[config.mk]
export PLATFORM = sky130hd
export DESIGN_NAME = four_sonar_echo_ranger
export DESIGN_NICKNAME = d
export VERILOG_FILES = /design/src/rtl/fser_pkg.sv /design/src/rtl/fser_ctrl.sv /design/src/rtl/fser_datapath.sv /design/src/rtl/four_sonar_echo_ranger.sv
export VERILOG_INCLUDE_DIRS = /design/src /design/src/rtl
export SDC_FILE = /design/constraint.sdc
export NUM_CORES = 1
export LEC_CHECK = 0
export ABC_AREA = 1
export CAP_MARGIN = 10
export CORE_UTILIZATION = 48
export CTS_CLUSTER_SIZE = 28
export DETAILED_ROUTE_END_ITERATION = 10
export DONT_BUFFER_PORTS = 1
export MAX_ROUTING_LAYER = met4
export PLACE_DENSITY = 0.69
export REMOVE_ABC_BUFFERS = 1
export SLEW_MARGIN = 40
export SYNTH_ARGS = -nofsm -noshare
export SYNTH_HDL_FRONTEND = slang
export SYNTH_HIERARCHICAL = 1
export SYNTH_SLANG_ARGS = --single-unit
[constraint.sdc]
create_clock -name clk -period 8.41 [get_ports clk]
set_input_delay 1.2615 -clock clk [delete_from_list [all_inputs] [get_ports clk]]
set_output_delay 1.2615 -clock clk [all_outputs]
set_load 0.005 [all_outputs]
[src/rtl/assert_macros.svh]
// Assertion macros used by the ranger datapath.
`ifndef ASSERT_MACROS_SVH
`define ASSERT_MACROS_SVH

// check on every clock edge outside reset
`define ASSERT_CLK(label, prop, msg) \
  label: assert property (@(posedge clk) disable iff (rst) prop) else $error(msg);

// check on every clock edge, reset included
`define ASSERT_CLK_ALWAYS(label, prop, msg) \
  label: assert property (@(posedge clk) prop) else $error(msg);

`endif

[src/rtl/fser_pkg.sv]
// Shared constants and control types of the four sonar echo ranger.
package fser_pkg;

  localparam int COUNT_BITS_DEF = 18;
  localparam int PERIOD_W       = 19;
  localparam int TRIG_W         = 8;
  localparam int DIV_W          = 10;
  localparam int DIST_W         = 16;
  localparam int CFG_IDX_W      = 2;
  localparam int CFG_DATA_W     = 19;
  localparam int NUM_CH         = 3;
  localparam int NUM_DIST       = 4;
  localparam int LEVEL_W        = 4;

  localparam logic [DIST_W-1:0]     DIST_MAX      = 16'hFFFF;
  localparam logic [PERIOD_W-1:0]   PERIOD_RESET  = 19'd262144;
  localparam logic [TRIG_W-1:0]     TRIG_RESET    = 8'd16;
  localparam logic [DIV_W-1:0]      DIV_RESET     = 10'd58;

  localparam logic [CFG_IDX_W-1:0] REG_PERIOD = 2'd0;
  localparam logic [CFG_IDX_W-1:0] REG_TRIG   = 2'd1;
  localparam logic [CFG_IDX_W-1:0] REG_DIV    = 2'd2;

  localparam logic [1:0] CH_FRONT = 2'd0;
  localparam logic [1:0] CH_SL    = 2'd1;
  localparam logic [1:0] CH_SR    = 2'd2;

  localparam logic [1:0] SLOT_FL = 2'd0;
  localparam logic [1:0] SLOT_FR = 2'd1;
  localparam logic [1:0] SLOT_SL = 2'd2;
  localparam logic [1:0] SLOT_SR = 2'd3;

  typedef struct packed {
    logic step;
    logic div_start;
    logic div_run;
    logic div_store;
    logic load_out;
  } fser_cmd_t;

  typedef struct packed {
    logic pend_any;
    logic div_last;
    logic out_free;
  } fser_stat_t;

endpackage

[src/rtl/fser_ctrl.sv]
// Sequencer of the ranger: tick update, divisions, output load.
module fser_ctrl (
  input  logic               clk,
  input  logic               rst,
  input  logic               in_valid,
  output logic               in_stall,
  input  fser_pkg::fser_stat_t stat,
  output fser_pkg::fser_cmd_t  cmd
);
  import fser_pkg::*;

  localparam logic [2:0] S_IDLE  = 3'd0;
  localparam logic [2:0] S_SCAN  = 3'd1;
  localparam logic [2:0] S_DIV   = 3'd2;
  localparam logic [2:0] S_STORE = 3'd3;
  localparam logic [2:0] S_LOAD  = 3'd4;

  logic [2:0] state;
  logic [2:0] state_next;

  assign in_stall = (state != S_IDLE);

  always_comb begin
    state_next = state;
    cmd        = '0;
    unique case (state)
      S_IDLE: begin
        if (in_valid) begin
          cmd.step   = 1'b1;
          state_next = S_SCAN;
        end
      end
      S_SCAN: begin
        if (stat.pend_any) begin
          cmd.div_start = 1'b1;
          state_next    = S_DIV;
        end else begin
          state_next = S_LOAD;
        end
      end
      S_DIV: begin
        cmd.div_run = 1'b1;
        if (stat.div_last) begin
          state_next = S_STORE;
        end
      end
      S_STORE: begin
        cmd.div_store = 1'b1;
        state_next    = S_SCAN;
      end
      S_LOAD: begin
        if (stat.out_free) begin
          cmd.load_out = 1'b1;
          state_next   = S_IDLE;
        end
      end
      default: begin
        state_next = S_IDLE;
      end
    endcase
  end

  always_ff @(posedge clk) begin
    if (rst) begin
      state <= S_IDLE;
    end else begin
      state <= state_next;
    end
  end

endmodule

[src/rtl/fser_datapath.sv]
// Datapath of the ranger: registers, echo channels, divider, output word.
`include "assert_macros.svh"

module fser_datapath #(
  parameter int COUNT_BITS = fser_pkg::COUNT_BITS_DEF
) (
  input  logic                                clk,
  input  logic                                rst,
  input  logic                                cfg_we,
  input  logic [fser_pkg::CFG_IDX_W-1:0]      cfg_index,
  input  logic [fser_pkg::CFG_DATA_W-1:0]     cfg_data,
  input  logic                                echo_front_left,
  input  logic                                echo_front_right,
  input  logic                                echo_side_left,
  input  logic                                echo_side_right,
  input  fser_pkg::fser_cmd_t                 cmd,
  output fser_pkg::fser_stat_t                stat,
  output logic                                out_valid,
  input  logic                                out_stall,
  output logic                                trig_front_left,
  output logic                                trig_front_right,
  output logic                                trig_sides,
  output logic                                front_is_left,
  output logic [fser_pkg::DIST_W-1:0]         dist_front_left,
  output logic [fser_pkg::DIST_W-1:0]         dist_front_right,
  output logic [fser_pkg::DIST_W-1:0]         dist_side_left,
  output logic [fser_pkg::DIST_W-1:0]         dist_side_right
);
  import fser_pkg::*;

  localparam int CNT_W = $clog2(COUNT_BITS + 1);
  localparam int LIM_W = (COUNT_BITS + 1 > PERIOD_W) ? COUNT_BITS + 1 : PERIOD_W;
  localparam logic [COUNT_BITS-1:0] WIDTH_MAX = '1;
  localparam logic [COUNT_BITS-1:0] DMAX = COUNT_BITS'(DIST_MAX);
  localparam logic [LIM_W-1:0] LIM_TOP = LIM_W'(1) << COUNT_BITS;

  logic [PERIOD_W-1:0]   period_ticks;
  logic [TRIG_W-1:0]     trigger_ticks;
  logic [DIV_W-1:0]      ticks_per_cm;

  logic [COUNT_BITS-1:0] period_count;
  logic                  front_sel;
  logic [LEVEL_W-1:0]    prev_lv;
  logic [COUNT_BITS-1:0] echo_width [NUM_CH];
  logic [NUM_CH-1:0]     echo_open;
  logic [NUM_CH-1:0]     pend;
  logic [DIST_W-1:0]     dist_reg [NUM_DIST];

  logic [COUNT_BITS-1:0] snap [NUM_CH];
  logic [1:0]            front_slot;
  logic                  trig_s;
  logic                  sel_s;
  logic [COUNT_BITS-1:0] div_q;
  logic [DIV_W-1:0]      div_r;
  logic [CNT_W-1:0]      div_cnt;
  logic [1:0]            div_ch;

  logic [LEVEL_W-1:0]    lv;
  logic                  trig;
  logic [NUM_CH-1:0]     cur;
  logic [NUM_CH-1:0]     prv;
  logic [NUM_CH-1:0]     fall;
  logic [COUNT_BITS-1:0] width_inc [NUM_CH];
  logic [COUNT_BITS-1:0] width_next [NUM_CH];
  logic [NUM_CH-1:0]     open_next;
  logic [LIM_W-1:0]      limit;
  logic [LIM_W-1:0]      count_inc;
  logic                  wrap;
  logic [1:0]            pick;
  logic [DIV_W:0]        shifted;
  logic                  ge;
  logic [DIV_W-1:0]      r_next;
  logic [1:0]            store_slot;
  logic [DIST_W-1:0]     dist_val;
  logic                  out_take;

  assign lv = {echo_side_right, echo_side_left, echo_front_right, echo_front_left};
  assign trig = period_count < COUNT_BITS'(trigger_ticks);

  assign cur = {lv[3], lv[2], front_sel ? lv[0] : lv[1]};
  assign prv = {prev_lv[3], prev_lv[2], front_sel ? prev_lv[0] : prev_lv[1]};

  always_comb begin
    for (int i = 0; i < NUM_CH; i++) begin
      width_inc[i] = (echo_open[i] && echo_width[i] != WIDTH_MAX) ?
                     echo_width[i] + COUNT_BITS'(1) : echo_width[i];
      fall[i] = !cur[i] && prv[i] && echo_open[i];
      if (cur[i] && !prv[i]) begin
        width_next[i] = '0;
        open_next[i]  = 1'b1;
      end else if (fall[i]) begin
        width_next[i] = '0;
        open_next[i]  = 1'b0;
      end else begin
        width_next[i] = width_inc[i];
        open_next[i]  = echo_open[i];
      end
    end
    // drop an open front echo at period wrap
    if (wrap) begin
      width_next[0] = '0;
      open_next[0]  = 1'b0;
    end
  end

  assign limit = (LIM_W'(period_ticks) > LIM_TOP) ? LIM_TOP : LIM_W'(period_ticks);
  assign count_inc = LIM_W'(period_count) + LIM_W'(1);
  assign wrap = count_inc >= limit;

  always_comb begin
    if (pend[0]) begin
      pick = CH_FRONT;
    end else if (pend[1]) begin
      pick = CH_SL;
    end else begin
      pick = CH_SR;
    end
  end

  assign shifted = {div_r, div_q[COUNT_BITS-1]};
  assign ge = shifted >= {1'b0, ticks_per_cm};
  assign r_next = ge ? DIV_W'(shifted - {1'b0, ticks_per_cm}) : shifted[DIV_W-1:0];

  always_comb begin
    unique case (div_ch)
      CH_FRONT: store_slot = front_slot;
      CH_SL:    store_slot = SLOT_SL;
      CH_SR:    store_slot = SLOT_SR;
      default:  store_slot = SLOT_SR;
    endcase
  end

  assign dist_val = (div_q > DMAX) ? DIST_MAX : div_q[DIST_W-1:0];

  assign out_take = out_valid && !out_stall;

  assign stat.pend_any = |pend;
  assign stat.div_last = (div_cnt == CNT_W'(COUNT_BITS - 1));
  assign stat.out_free = !out_valid || !out_stall;

  always_ff @(posedge clk) begin
    if (rst) begin
      period_ticks  <= PERIOD_RESET;
      trigger_ticks <= TRIG_RESET;
      ticks_per_cm  <= DIV_RESET;
      period_count  <= '0;
      front_sel     <= 1'b1;
      prev_lv       <= '1;
      echo_open     <= '0;
      pend          <= '0;
      out_valid     <= 1'b0;
      for (int i = 0; i < NUM_CH; i++) begin
        echo_width[i] <= '0;
      end
      for (int i = 0; i < NUM_DIST; i++) begin
        dist_reg[i] <= '0;
      end
    end else begin
      if (cfg_we) begin
        unique case (cfg_index)
          REG_PERIOD: period_ticks  <= cfg_data[PERIOD_W-1:0];
          REG_TRIG:   trigger_ticks <= cfg_data[TRIG_W-1:0];
          REG_DIV:    ticks_per_cm  <= cfg_data[DIV_W-1:0];
          default: begin
          end
        endcase
      end
      if (cmd.step) begin
        prev_lv <= lv;
        pend    <= fall;
        for (int i = 0; i < NUM_CH; i++) begin
          echo_width[i] <= width_next[i];
          echo_open[i]  <= open_next[i];
        end
        if (wrap) begin
          period_count <= '0;
          front_sel    <= !front_sel;
        end else begin
          period_count <= COUNT_BITS'(count_inc);
        end
      end
      if (cmd.div_store) begin
        dist_reg[store_slot] <= dist_val;
        pend[div_ch]         <= 1'b0;
      end
      if (cmd.load_out) begin
        out_valid <= 1'b1;
      end else if (out_take) begin
        out_valid <= 1'b0;
      end
    end
  end

  always_ff @(posedge clk) begin
    if (cmd.step) begin
      trig_s     <= trig;
      sel_s      <= front_sel;
      front_slot <= front_sel ? SLOT_FL : SLOT_FR;
      for (int i = 0; i < NUM_CH; i++) begin
        if (fall[i]) begin
          snap[i] <= width_inc[i];
        end
      end
    end
    if (cmd.div_start) begin
      div_q   <= snap[pick];
      div_r   <= '0;
      div_cnt <= '0;
      div_ch  <= pick;
    end else if (cmd.div_run) begin
      div_q   <= {div_q[COUNT_BITS-2:0], ge};
      div_r   <= r_next;
      div_cnt <= div_cnt + CNT_W'(1);
    end
    if (cmd.load_out) begin
      trig_front_left  <= trig_s && sel_s;
      trig_front_right <= trig_s && !sel_s;
      trig_sides       <= trig_s;
      front_is_left    <= sel_s;
      dist_front_left  <= dist_reg[SLOT_FL];
      dist_front_right <= dist_reg[SLOT_FR];
      dist_side_left   <= dist_reg[SLOT_SL];
      dist_side_right  <= dist_reg[SLOT_SR];
    end
  end

  `ASSERT_CLK(a_step_drained, cmd.step |-> (pend == '0), "item accepted with divisions pending")
  `ASSERT_CLK(a_store_pending, cmd.div_store |-> pend[div_ch], "distance stored for idle channel")
  `ASSERT_CLK(a_load_free, cmd.load_out |-> (!out_valid || !out_stall), "output word overwritten")

endmodule

[src/rtl/four_sonar_echo_ranger.sv]
// Top level of the four sonar echo ranger.
//
//  port group   dir  handshake             contents
//  in_*         in   in_valid / in_stall   four sampled echo levels, one word per tick
//  out_*        out  out_valid / out_stall triggers, front select, four distances
//  cfg_*        in   cfg_we                period_ticks, trigger_ticks, ticks_per_cm
//
// A tick with no falling echo edge goes from idle through scan to the load state,
// where its output word is loaded; in_stall stays high until the state is idle again.
// Each falling edge adds a division on the shared restoring divider (start in scan,
// divide, then store), and the channels with edges are divided one after another.
// Reset is synchronous; the divider, snapshot and output data registers are not reset.
// A stalled output word holds; the next tick is taken meanwhile and waits to load.
module four_sonar_echo_ranger #(
  parameter int COUNT_BITS = fser_pkg::COUNT_BITS_DEF
) (
  input  logic                            clk,
  input  logic                            rst,
  input  logic                            cfg_we,
  input  logic [fser_pkg::CFG_IDX_W-1:0]  cfg_index,
  input  logic [fser_pkg::CFG_DATA_W-1:0] cfg_data,
  input  logic                            in_valid,
  output logic                            in_stall,
  input  logic                            echo_front_left,
  input  logic                            echo_front_right,
  input  logic                            echo_side_left,
  input  logic                            echo_side_right,
  output logic                            out_valid,
  input  logic                            out_stall,
  output logic                            trig_front_left,
  output logic                            trig_front_right,
  output logic                            trig_sides,
  output logic                            front_is_left,
  output logic [fser_pkg::DIST_W-1:0]     dist_front_left,
  output logic [fser_pkg::DIST_W-1:0]     dist_front_right,
  output logic [fser_pkg::DIST_W-1:0]     dist_side_left,
  output logic [fser_pkg::DIST_W-1:0]     dist_side_right
);
  import fser_pkg::*;

  fser_cmd_t  cmd;
  fser_stat_t stat;

  fser_ctrl u_ctrl (
    .clk      (clk),
    .rst      (rst),
    .in_valid (in_valid),
    .in_stall (in_stall),
    .stat     (stat),
    .cmd      (cmd)
  );

  fser_datapath #(
    .COUNT_BITS (COUNT_BITS)
  ) u_datapath (
    .clk              (clk),
    .rst              (rst),
    .cfg_we           (cfg_we),
    .cfg_index        (cfg_index),
    .cfg_data         (cfg_data),
    .echo_front_left  (echo_front_left),
    .echo_front_right (echo_front_right),
    .echo_side_left   (echo_side_left),
    .echo_side_right  (echo_side_right),
    .cmd              (cmd),
    .stat             (stat),
    .out_valid        (out_valid),
    .out_stall        (out_stall),
    .trig_front_left  (trig_front_left),
    .trig_front_right (trig_front_right),
    .trig_sides       (trig_sides),
    .front_is_left    (front_is_left),
    .dist_front_left  (dist_front_left),
    .dist_front_right (dist_front_right),
    .dist_side_left   (dist_side_left),
    .dist_side_right  (dist_side_right)
  );

endmodule
== Yosys cells after proc, flatten, opt, wreduce, memory -nomap -nowiden ==
Memory sizes are Yosys's and may differ from the RTL's. A register that Yosys moved wholly into a read port is not among the register bits.
Cells that the tools add are included.

* Bits in registers: 113
* RAM bits: 172
* Input bits: 30
* Output and inout bits: 70
* Logic and storage cells: 176
* Memories: 3

{| class="wikitable"
|+ Memory list
! name !! words !! bits a word !! read ports !! clocked after Yosys merged registers in !! write ports !! RTL line !! text
|-
| u_datapath.dist_reg || 4 || 16 || 4 || 4 || 4 || fser_datapath.sv:47 || <nowiki>logic [DIST_W-1:0] dist_reg [NUM_DIST];</nowiki>
|-
| u_datapath.echo_width || 3 || 18 || 3 || 0 || 3 || fser_datapath.sv:44 || <nowiki>logic [COUNT_BITS-1:0] echo_width [NUM_CH];</nowiki>
|-
| u_datapath.snap || 3 || 18 || 1 || 0 || 3 || fser_datapath.sv:49 || <nowiki>logic [COUNT_BITS-1:0] snap [NUM_CH];</nowiki>
|}

* Add/subtract/negate cells: 6
* Magnitude comparators: 7
* Eq/ne operators: 14
* Mux-type cells: 72
* Bitwise gates (word level): 5
* Reductions and logical operators: 46

{| class="wikitable"
|+ Operator list
! cell !! number
|-
| 18-bit 2-to-1 mux || 16
|-
| 18-bit by 1-bit adder with 18-bit output (second input constant) || 3
|-
| 18-bit inequality test (second input constant) || 3
|-
| 1-bit 2-to-1 mux || 39
|-
| 16-bit 2-to-1 mux || 2
|-
| 3-bit 2-to-1 mux || 7
|-
| 18-bit by 1-bit adder with 19-bit output (second input constant) || 1
|-
| 19-bit >= comparator || 1
|-
| 19-bit > comparator (second input constant) || 1
|-
| 19-bit 2-to-1 mux || 1
|-
| 18-bit by 16-bit > comparator with 1-bit output (second input constant) || 1
|-
| 18-bit by 8-bit < comparator with 1-bit output || 1
|-
| 1-bit logical AND || 16
|-
| 16-bit OR reduction || 1
|-
| 3-bit case mux with 5 select lines || 1
|-
| 2-bit AND reduction || 7
|-
| 11-bit by 10-bit >= comparator with 1-bit output || 1
|-
| 1-bit zero test || 10
|-
| 10-bit 2-to-1 mux || 1
|-
| 10-bit subtractor || 1
|-
| 2-bit nonzero test || 4
|-
| 3-bit by 2-bit == test with 1-bit output (second input constant) || 2
|-
| 2-bit 2-to-1 mux || 3
|-
| 2-bit inequality test (second input constant) || 3
|-
| 19 further kinds || 24
|}

== Logic depth before layout (Yosys ltp) ==
* Depth in word-level cells: 8
* Gate-level depth with buffers: 22
* Depth with buffers taken out: 20

== Modules after synthesis ==
The synthesis kept the hierarchy.

{| class="wikitable"
|+ By module, submodules not included
! module !! times used !! cells an instance !! area an instance (um^2) !! sequential area each (um^2)
|-
| fser_datapath || 1 || 1660 || 15924.0 || 9539.1
|-
| fser_ctrl || 1 || 28 || 183.9 || 60.1
|}

== Least setup slack after synthesis ==
No wires, ideal clock.

* Path kind: input -> register
* From: input port out_stall
* To: register u_datapath/dist_front_left[0] (netlist bit) (read register of u_datapath.dist_reg) (enable)
* Library setup time: 0.665 ns
* Arrival time: 7.858 ns
* Data required time: 7.745 ns
* Slack: -0.113 ns
* Stages: 3
* Buffers on the path: 0
* Cells stage by stage: nand2_1 -> inv_1 -> nor4_1

{| class="wikitable"
|+ RTL lines
! item !! RTL line !! text
|-
| start, declared || four_sonar_echo_ranger.sv:29 || <nowiki>input logic out_stall,</nowiki>
|-
| end, declared || fser_datapath.sv:24 || <nowiki>output logic [fser_pkg::DIST_W-1:0] dist_front_left,</nowiki>
|}

==> key figures <==
Cells and area
  • Fin nets: roughly 1800
  • Area growth syn-to-layout: 10.3%
  • Inserted Diodes: 0
  • Final Non-Filler Cells: ~2200
  • Share of layout cells above drive strength 1: under 10%
  • Finished Core Util: 54.2%
  • Layout fillers: roughly 2800
  • Max FFs per register: 64

Drt
  • Post-route ant nets: 0
  • Starting DRC count in detailed routing: approximately 1000
  • Total routed wirelength: approximately 34000 um
  • Via density per instance: roughly 5.2
  • Via count: between 10000 and 15000
  • Drt drc: 0
  • Routed wire length per instance: 15.7 um
  • TritonRoute pass-1 iters: 7

Logic synthesis
  • Post-synthesis sequential area ratio: approximately 60%
  • Ys flop type: edfxtp_1
  • Mean Syn Cell Area: roughly 9.5 um^2
  • Yosys reg bits: ~350
  • Synthesized area: 16100 um^2
  • Number of enable flip-flop cells after synthesis: roughly 260
  • Yosys cell types: 47
  • Post-synth ARST share: 0%
  • Syn Inst Count: 1688
  • Yosys warning count: 6

CTS
  • Post_cts resized: 0
  • TritonCTS Buffers: 36
  • Skew-Pair Late Insertion Delay: about 520 ps
  • CTS HTree Levels: 2
  • Clock Sinks: about 350
  • Clock transition at the registers of the reported paths: about 60 ps
  • CTS Buffer Depth: 3
  • Post-CTS Setup Inserts: 0
  • CTS root buffer: clkbuf_16
  • CTS tree: yes
  • Post-CTS Hold Buffers: 0

Timing
  • Layout Skew: just over 10 ps
  • Fmax: approximately 260 MHz
  • RSZ-0062 raised after global routing: false
  • Final Hold Fails: 0
  • Worst slew margin: between 40 and 50%
  • Hold_ws: 417 ps
  • Least-Margin Pin Slew: around 840 ps
  • Slew Viols, Final: 0
  • Tmin final: 3910 ps
  • Final Cycle Share: 46.5%
  • Setup-failing EPs final: 0

Floorplanning
  • Die Span Y: 185 um
  • Initial Util: between 40 and 50%
  • Die Span X: 185 um
  • Core ar.: about 33000 um^2
  • IO Pins: 100
  • Full die area: 34300 um^2
  • Row Count: between 60 and 70

Worst hold path
  • Worst hold-check path type: reg -> reg

Global route
  • M1 GR Usage: 28.0%
  • GRT Util Overall: between 20% and 30%
  • Initial antenna violation count: 0
  • Vias in the first global route: between 10000 and 15000
  • Largest net degree at the start of global routing: 65
  • First-pass GRT wire length: roughly 55000 um
  • GR peak layer: met2
  • M2 GR Usage: approximately a third
  • Met3 usage: under 10%
  • Remaining global-route overflow: 0

Power
  • Power Density: between 200 and 250 nW/um^2
  • Sequential power share: between 50% and 60%
  • Internal power: 2980 uW
  • Net Sw Frac: between 20% and 30%
  • Pleak: 0.00705 uW
  • Switch Pwr: roughly 950 uW
  • Combinational share of power: ~9.0%
  • Max IR drop VDD: between 0.1 and 0.15 mV
  • Clk pwr share: about two fifths

Job
  • Max_cap viols: 0

Placement
  • HPWL after DPL: roughly 24000 um
  • Port Buffers: 0
  • Gpl congestion: 0.941
  • Dpl cells: between 2000 and 2500

Setup path
  • Critical Path Start Type: flip-flop
  • Crit end category: flip-flop
  • Crit Path Max Fanout: 18
  • Worst EP required: roughly 8800 ps
  • Worst EP arrival: between 4000 and 5000 ps
  • CP Class: reg -> reg

Status
  • Outcome: complete, no violations
## power groups by stage
stage                     sequential [uW]  combinational [uW]  clock [uW]
after floorplan                      2030                 269           0
after global placement               2050                 338           0
after detailed placement             2050                 348           0
after CTS                            2020                 349        1590
after global routing                 2030                 409        1670
final                                2020                 352        1560
## cells by family (layout without fill, tap and decap cells)
kind of cell,after synthesis,count (layout),synth area share [%]
simple gates,774,774,19.9
flops,348,348,59.6
buf+inv,252,286,6.18
compound gates,214,214,7.85
xor+xnor,57,57,3.10
fa+ha+maj,43,43,3.39
## cell type report
cell class                 instances  area [um^2]  area share [%]
clock buffer                      41          920            5.17
clock inverter                    20          234            1.32
inverter                         212          798            4.49
multi-input combinational       1088         5560            31.3
sequential                       348         9600            54.0
tap                              442          553            3.11
timing repair buffer              13          110           0.620
## through the flow
step / instance area [um^2] / setup WS (ps) / TNS [ps] / power, uW
global placement: 16600 / 4460 / 0 / 2390
floorplan: 15900 / -113 / -7670 / 2300
CTS: 17700 / 4540 / 0 / 3960
finish: 17800 / 4500 / 0 / 3930
detailed placement: 16600 / 4350 / 0 / 2400
global route: 17800 / 4060 / 0 / 4100
## worst max-delay path, stage by stage (launching register included)
cell and delay [ps]:
dfxtp_1 420, ha_1 230, nand2_1 80, nor2_1 240, nand2_1 170, nor2_1 170, nand4_1 120, xor2_1 150
inv_1 80, ha_1 310, nand2_1 80, inv_1 40, nand3_1 80, nor2_1 50, nand2_1 50, nand2_1 40
nand2_1 70, nand3_1 360, inv_1 150, nand3_1 570, nor2_1 270
## layout by cell type, fill, tap and decap left out, types with 4 or more instances in the layout
cell type and n:
nand2_1 407, edfxtp_1 263, nor2_1 210, inv_1 200
a21oi_1 87, dfxtp_1 84, o21ai_0 68, nand3_1 61
xor2_1 44, ha_1 42, clkbuf_16 36, nor3_1 32
nand4_1 20, a221oi_1 18, nand2_2 14, xnor2_1 13
buf_4 12, a21oi_2 10, clkinv_2 9, inv_2 8
o211ai_1 8, o22ai_1 8, clkbuf_1 5, clkinv_1 5
nor4_1 5, bufinv_16 4, nor3_2 4, nor2_2 4
nand3b_1 4
## Yosys cell counts, types with 8 or more instances
cell | number | area (um^2)
nand4_1 | 20 | 125
dfxtp_1 | 85 | 1700
a21oi_1 | 87 | 435
nor3_1 | 34 | 170
clkbuf_1 | 28 | 105
edfxtp_1 | 263 | 7900
nor2_1 | 213 | 800
ha_1 | 42 | 526
nand3_1 | 63 | 315
o21ai_0 | 69 | 345
nand2_2 | 12 | 75.1
inv_1 | 201 | 754
nand2_1 | 409 | 1540
xnor2_1 | 13 | 114
a221oi_1 | 18 | 158
a21oi_2 | 10 | 87.6
xor2_1 | 44 | 385
o22ai_1 | 8 | 50.1
o211ai_1 | 8 | 60.1
## routing by layer
metal / share of wire, % / up-vias / wire length (um)
met3: 4.7 / 43 / 1610
met4: 1.7 / 0 / 590
met5: 0 / - / 0
met1: 46 / 5253 / 15700
li1: - / 5656 / -
met2: 47 / 276 / 16100
## worst paths after layout
kind | from | endpoint | slack, ps | depth (start not counted)
max | u_datapath/period_count[1]$_SDFFE_PP0P_ | u_datapath/echo_width[0][7]$_SDFFCE_PP0P_ | 4500 | 20
min | u_datapath/dist_reg[1][4]$_SDFFCE_PN0P_ | u_datapath/dist_front_right[4]$_DFFE_PP_ | 420 | 0
max reg2reg | u_datapath/period_count[1]$_SDFFE_PP0P_ | u_datapath/echo_width[0][7]$_SDFFCE_PP0P_ | 4500 | 20
min reg2reg | u_datapath/dist_reg[1][4]$_SDFFCE_PN0P_ | u_datapath/dist_front_right[4]$_DFFE_PP_ | 420 | 0
Note: power is estimated with default switching activity, not from simulation.
